--- src/rtl/core/pip_pkg.sv ---
`timescale 1ns / 1ps

package pip_pkg;

  localparam int PIP_MAX_VERTICES = 64;
  localparam int PIP_FRAC_BITS    = 16;
  localparam int COORD_W          = 17;
  localparam int VTX_W            = 2 * COORD_W;
  localparam int TOL_W            = 32;
  localparam logic [TOL_W-1:0] TOL_RESET = 32'd429496;
  localparam int RAY_END_X        = 3;
  localparam int MIN_VERTS        = 3;

  localparam logic [1:0] CMD_CLEAR  = 2'd0;
  localparam logic [1:0] CMD_APPEND = 2'd1;
  localparam logic [1:0] CMD_TEST   = 2'd2;

  typedef enum logic [1:0] {
    TURN_COL,
    TURN_CW,
    TURN_CCW
  } turn_t;

  typedef enum logic [3:0] {
    ST_IDLE,
    ST_LD0,
    ST_LD1,
    ST_LD2,
    ST_T1,
    ST_T2,
    ST_T3,
    ST_T4,
    ST_T5,
    ST_EV,
    ST_FIN
  } pip_state_t;

  // signed width holding any coordinate and the ray end at 3.0
  function automatic int pt_w(input int frac);
    int w;
    begin
      w = (COORD_W > frac + 2) ? COORD_W : frac + 2;
      return w + 1;
    end
  endfunction

endpackage

--- src/rtl/core/pip_turn.sv ---
`timescale 1ns / 1ps

// orientation of (p,q,r); products registered, code valid in the cycle after the operands
module pip_turn import pip_pkg::*; #(
  parameter int FRAC_BITS = PIP_FRAC_BITS
) (
  input  logic                                  clk,
  input  logic [TOL_W-1:0]                      tol,
  input  logic signed [pt_w(FRAC_BITS)-1:0]     px,
  input  logic signed [pt_w(FRAC_BITS)-1:0]     py,
  input  logic signed [pt_w(FRAC_BITS)-1:0]     qx,
  input  logic signed [pt_w(FRAC_BITS)-1:0]     qy,
  input  logic signed [pt_w(FRAC_BITS)-1:0]     rx,
  input  logic signed [pt_w(FRAC_BITS)-1:0]     ry,
  output turn_t                                 code
);

  localparam int PT_W   = pt_w(FRAC_BITS);
  localparam int DIFF_W = PT_W + 1;
  localparam int PROD_W = 2 * DIFF_W;
  localparam int V_W    = PROD_W + 1;
  localparam int SH     = 2 * FRAC_BITS - TOL_W;
  localparam int TOL_SH = (SH > 0) ? SH : 0;
  localparam int MAG_SH = (SH < 0) ? -SH : 0;
  localparam int CMP_W  = (V_W + MAG_SH > TOL_W + TOL_SH) ? V_W + MAG_SH : TOL_W + TOL_SH;

  logic signed [DIFF_W-1:0] d1, d2, d3, d4;
  logic signed [PROD_W-1:0] m1_r, m2_r;
  logic signed [V_W-1:0]    v;
  logic [V_W-1:0]           mag;
  logic [CMP_W-1:0]         mag_ext, tol_ext;
  logic                     tiny;

  assign d1 = DIFF_W'(qy) - DIFF_W'(py);
  assign d2 = DIFF_W'(rx) - DIFF_W'(qx);
  assign d3 = DIFF_W'(qx) - DIFF_W'(px);
  assign d4 = DIFF_W'(ry) - DIFF_W'(qy);

  always_ff @(posedge clk) begin
    m1_r <= d1 * d2;
    m2_r <= d3 * d4;
  end

  always_comb begin
    v       = V_W'(m1_r) - V_W'(m2_r);
    mag     = v[V_W-1] ? V_W'(-v) : V_W'(v);
    mag_ext = CMP_W'(mag) << MAG_SH;
    tol_ext = CMP_W'(tol) << TOL_SH;
    tiny    = mag_ext < tol_ext;
    if (tiny) begin
      code = TURN_COL;
    end else if (!v[V_W-1] && (|v)) begin
      code = TURN_CW;
    end else begin
      code = TURN_CCW;
    end
  end

endmodule

--- config.mk ---
export PLATFORM = sky130hd
export DESIGN_NAME = pip_turn
export DESIGN_NICKNAME = d
export VERILOG_FILES = /design/src/rtl/core/pip_pkg.sv /design/src/rtl/core/pip_turn.sv
export SDC_FILE = /design/constraint.sdc
export NUM_CORES = 2
export LEC_CHECK = 0
export ABC_CLOCK_PERIOD_IN_PS = 31500
export BUFFER_PORTS_ARGS = -buffer_cell sky130_fd_sc_hd__buf_2
export CORE_AREA = 2 2 212 297
export CTS_CLUSTER_DIAMETER = 30
export DETAILED_ROUTE_END_ITERATION = 10
export DIE_AREA = 0 0 214 299
export PLACE_DENSITY = 0.87
export SLEW_MARGIN = 20
export SYNTH_ARGS = -nofsm -noshare
export SYNTH_HDL_FRONTEND = slang
export SYNTH_SLANG_ARGS = --single-unit
--- constraint.sdc ---
create_clock -name clk -period 31.5 [get_ports clk]
set_clock_uncertainty 0.2 [all_clocks]
set_input_delay 4.725 -clock clk [delete_from_list [all_inputs] [get_ports clk]]
set_output_delay 4.725 -clock clk [all_outputs]
set_load 0.005 [all_outputs]
==> out/summary.txt <==
vias in the first global route - 35,940
post-synth top area share - 42.93%
routed vias/inst - 5.909
period utilisation layout - 50.65%
Num CTS Buffers - 9
detailed-route via count - 32,910
CP Launch Point - qy[0]
HP Start - qx[0]
post-route ant nets - 0
worst hold slack - 4.878 ns
setup total negative slack - 0 ns
RSZ-0062 raised after global routing - false
Startpoint Class - primary input
synth warn - 0
CP dominant cell by count - fa_1
Post-CTS Setup Bufs - 0
clk slew on worst S/H paths - 0.07 ns
hold_buf cts - 0
GPL Wtd Cong - 1.063
Hold Fails Final Rpt - 0
Max FO, Critical Path - 20
fin cells - 5,569
core area - 61,480 um2
area delta synth->final - 5.621%
# DRC - 0
CP Capture Type - register
HP Class - primary input to register
GRT Overall Usage - 38.28%
placed cell count - 5,550
Die Area - 63,990 um2
largest net degree at the start of global routing - 28
Yosys cell types - 84
Initial Util - 64.08%
antenna violations before repair - 3
root buffer cell - clkbuf_16
post-synthesis sequential area ratio - 4.065%
Routed WL per cell - 21.20 um
Max-cap violations - 0
Tightest Pin Transition - 1.245 ns
Critical Path AT - 16.00 ns
clk sinks - 80
Slowest-stage cell, CP - a2111oi_0
row count - 108
CTS H-tree lvls - 3
Ports - 149
share of cells above drive strength 1 - 6.116%
DRT iter0 DRCs - 2,664
critical path class - primary input to register
Clock Path Buffers - 2
flops & latches, synth - 80
1st-pass router iterations - 11
final setup vio count - 0
FMAX - 0.06268 GHz
Detail Placement HPWL - 98,190 um
DIE WIDTH - 214 um
Die Span Y - 299 um
Syn Area/Cell - 8.473 um2
cells after synthesis - 4,650
max incr delay on CP - 1.00 ns
Mapped Nets - 6,004
slack of the critical path - 15.55 ns
post-synth top area cell - fa_1
first-pass GRT wire length - 187,600 um
PortBufs - 148
main flop type after synthesis - dfxtp_1
pre-CTS setup slack - 15.56 ns
CTS tree - done
top cells by area, synth - fa_1, ha_1, inv_1
status - completed
Resized cells post-CTS - 0
fin. max-slew vios - 0
nets - 6,091
minimum clock period - 15.95 ns
slew margin rel. - 16.38%
routed wire length - 118,000 um
Req. time, crit path - 31.54 ns
Async SR Flop Fraction - 0%
total gr overflow - 0
Post-synth EDFFs - 0
mapped cell area - 39,400 um2
number of fillers in the final layout - 4,804
layout make-up:
cell class              count  area (um2)  share of cell area [%]
diodes                      2       5.005                 0.01203
flip-flops and latches     80        1602                   3.848
clock inverters             6       115.1                  0.2766
multi-input cells        3289       33050                   79.43
clock buffers              10       229.0                  0.5502
repair buffers            227        1338                   3.214
inverters                1130        4242                   10.19
well taps                 825        1032                   2.480
flip-flops by register name (all words and copies together), names as in the netlist:
name,flops
m1_r,40
m2_r,40
kinds of logic after synthesis:
logic type	count (synthesis)	share of synthesized area (%)
simple gates	1317	15.29
buf+inv	1281	12.24
fa+ha+maj	1207	54.43
compound gates	541	8.990
xor+xnor	221	4.913
flops	80	4.065
mux	3	0.07939
worst max-delay path: cells and delay by family:
kind,cells,cell delay [ns]
compound gates,17,5.07
fa+ha+maj,10,4.53
buf+inv,8,0.82
simple gates,4,0.61
xor+xnor,2,0.23
per-layer routing:
| metal | share of wire, % | vias to the layer above | GRT usage, % |
|---|---|---|---|
| li1 | - | 14270 | - |
| met1 | 32 | 15980 | 39.78 |
| met2 | 47 | 1874 | 63.69 |
| met3 | 9.7 | 792 | 9.282 |
| met4 | 12 | 0 | 35.91 |
| met5 | 0 | - | 0 |
synthesized netlist by cell type (13+ instances only):
cell type,count
xor2_1,64
or2_2,15
nor3_1,66
o21bai_1,27
xnor2_1,157
fa_1,845
o211ai_1,15
dfxtp_1,80
or3_1,21
o21ai_0,98
nand4_1,25
o21a_1,28
a211oi_1,13
nand3_1,42
nand2_1,565
a21oi_1,156
and3_1,17
nand2b_1,46
clkbuf_1,144
nor2_1,288
and2_1,134
a31oi_1,24
inv_1,1130
ha_1,362
nor2b_1,70
a21o_1,68
final timing paths:
kind	endpoint	slack (ns)	cells past startpoint
max	m1_r[38]$_DFF_P_	15.55	41
min	m1_r[0]$_DFF_P_	4.88	4
cell usage in the layout, fill, tap and decap left out, types with 27 or more instances in the layout:
cell type and count:
inv_1 1130, fa_1 845, nand2_1 565, ha_1 362, nor2_1 287, a21oi_1 156, xnor2_1 152, buf_2 148
and2_1 134, o21ai_0 97, dfxtp_1 80, buf_4 78, nor2b_1 70, a21o_1 68, nor3_1 65, xor2_1 60
nand2b_1 46, nand3_1 42, o21a_1 28, o21bai_1 27
stage by stage:
| step | cell area, um2 | util [%] |
|---|---|---|
| 6_report | 41620 | 67.69 |
| 2_1_floorplan | 39400 | - |
| 5_1_grt | 41610 | 67.68 |
| 3_5_place_dp | 41250 | 67.09 |
| 4_1_cts | 41590 | 67.65 |
| 3_3_place_gp | 41250 | 67.09 |
Power is not shown: default switching activity piles up to over one toggle a cycle in this logic, so the estimate is an artifact.
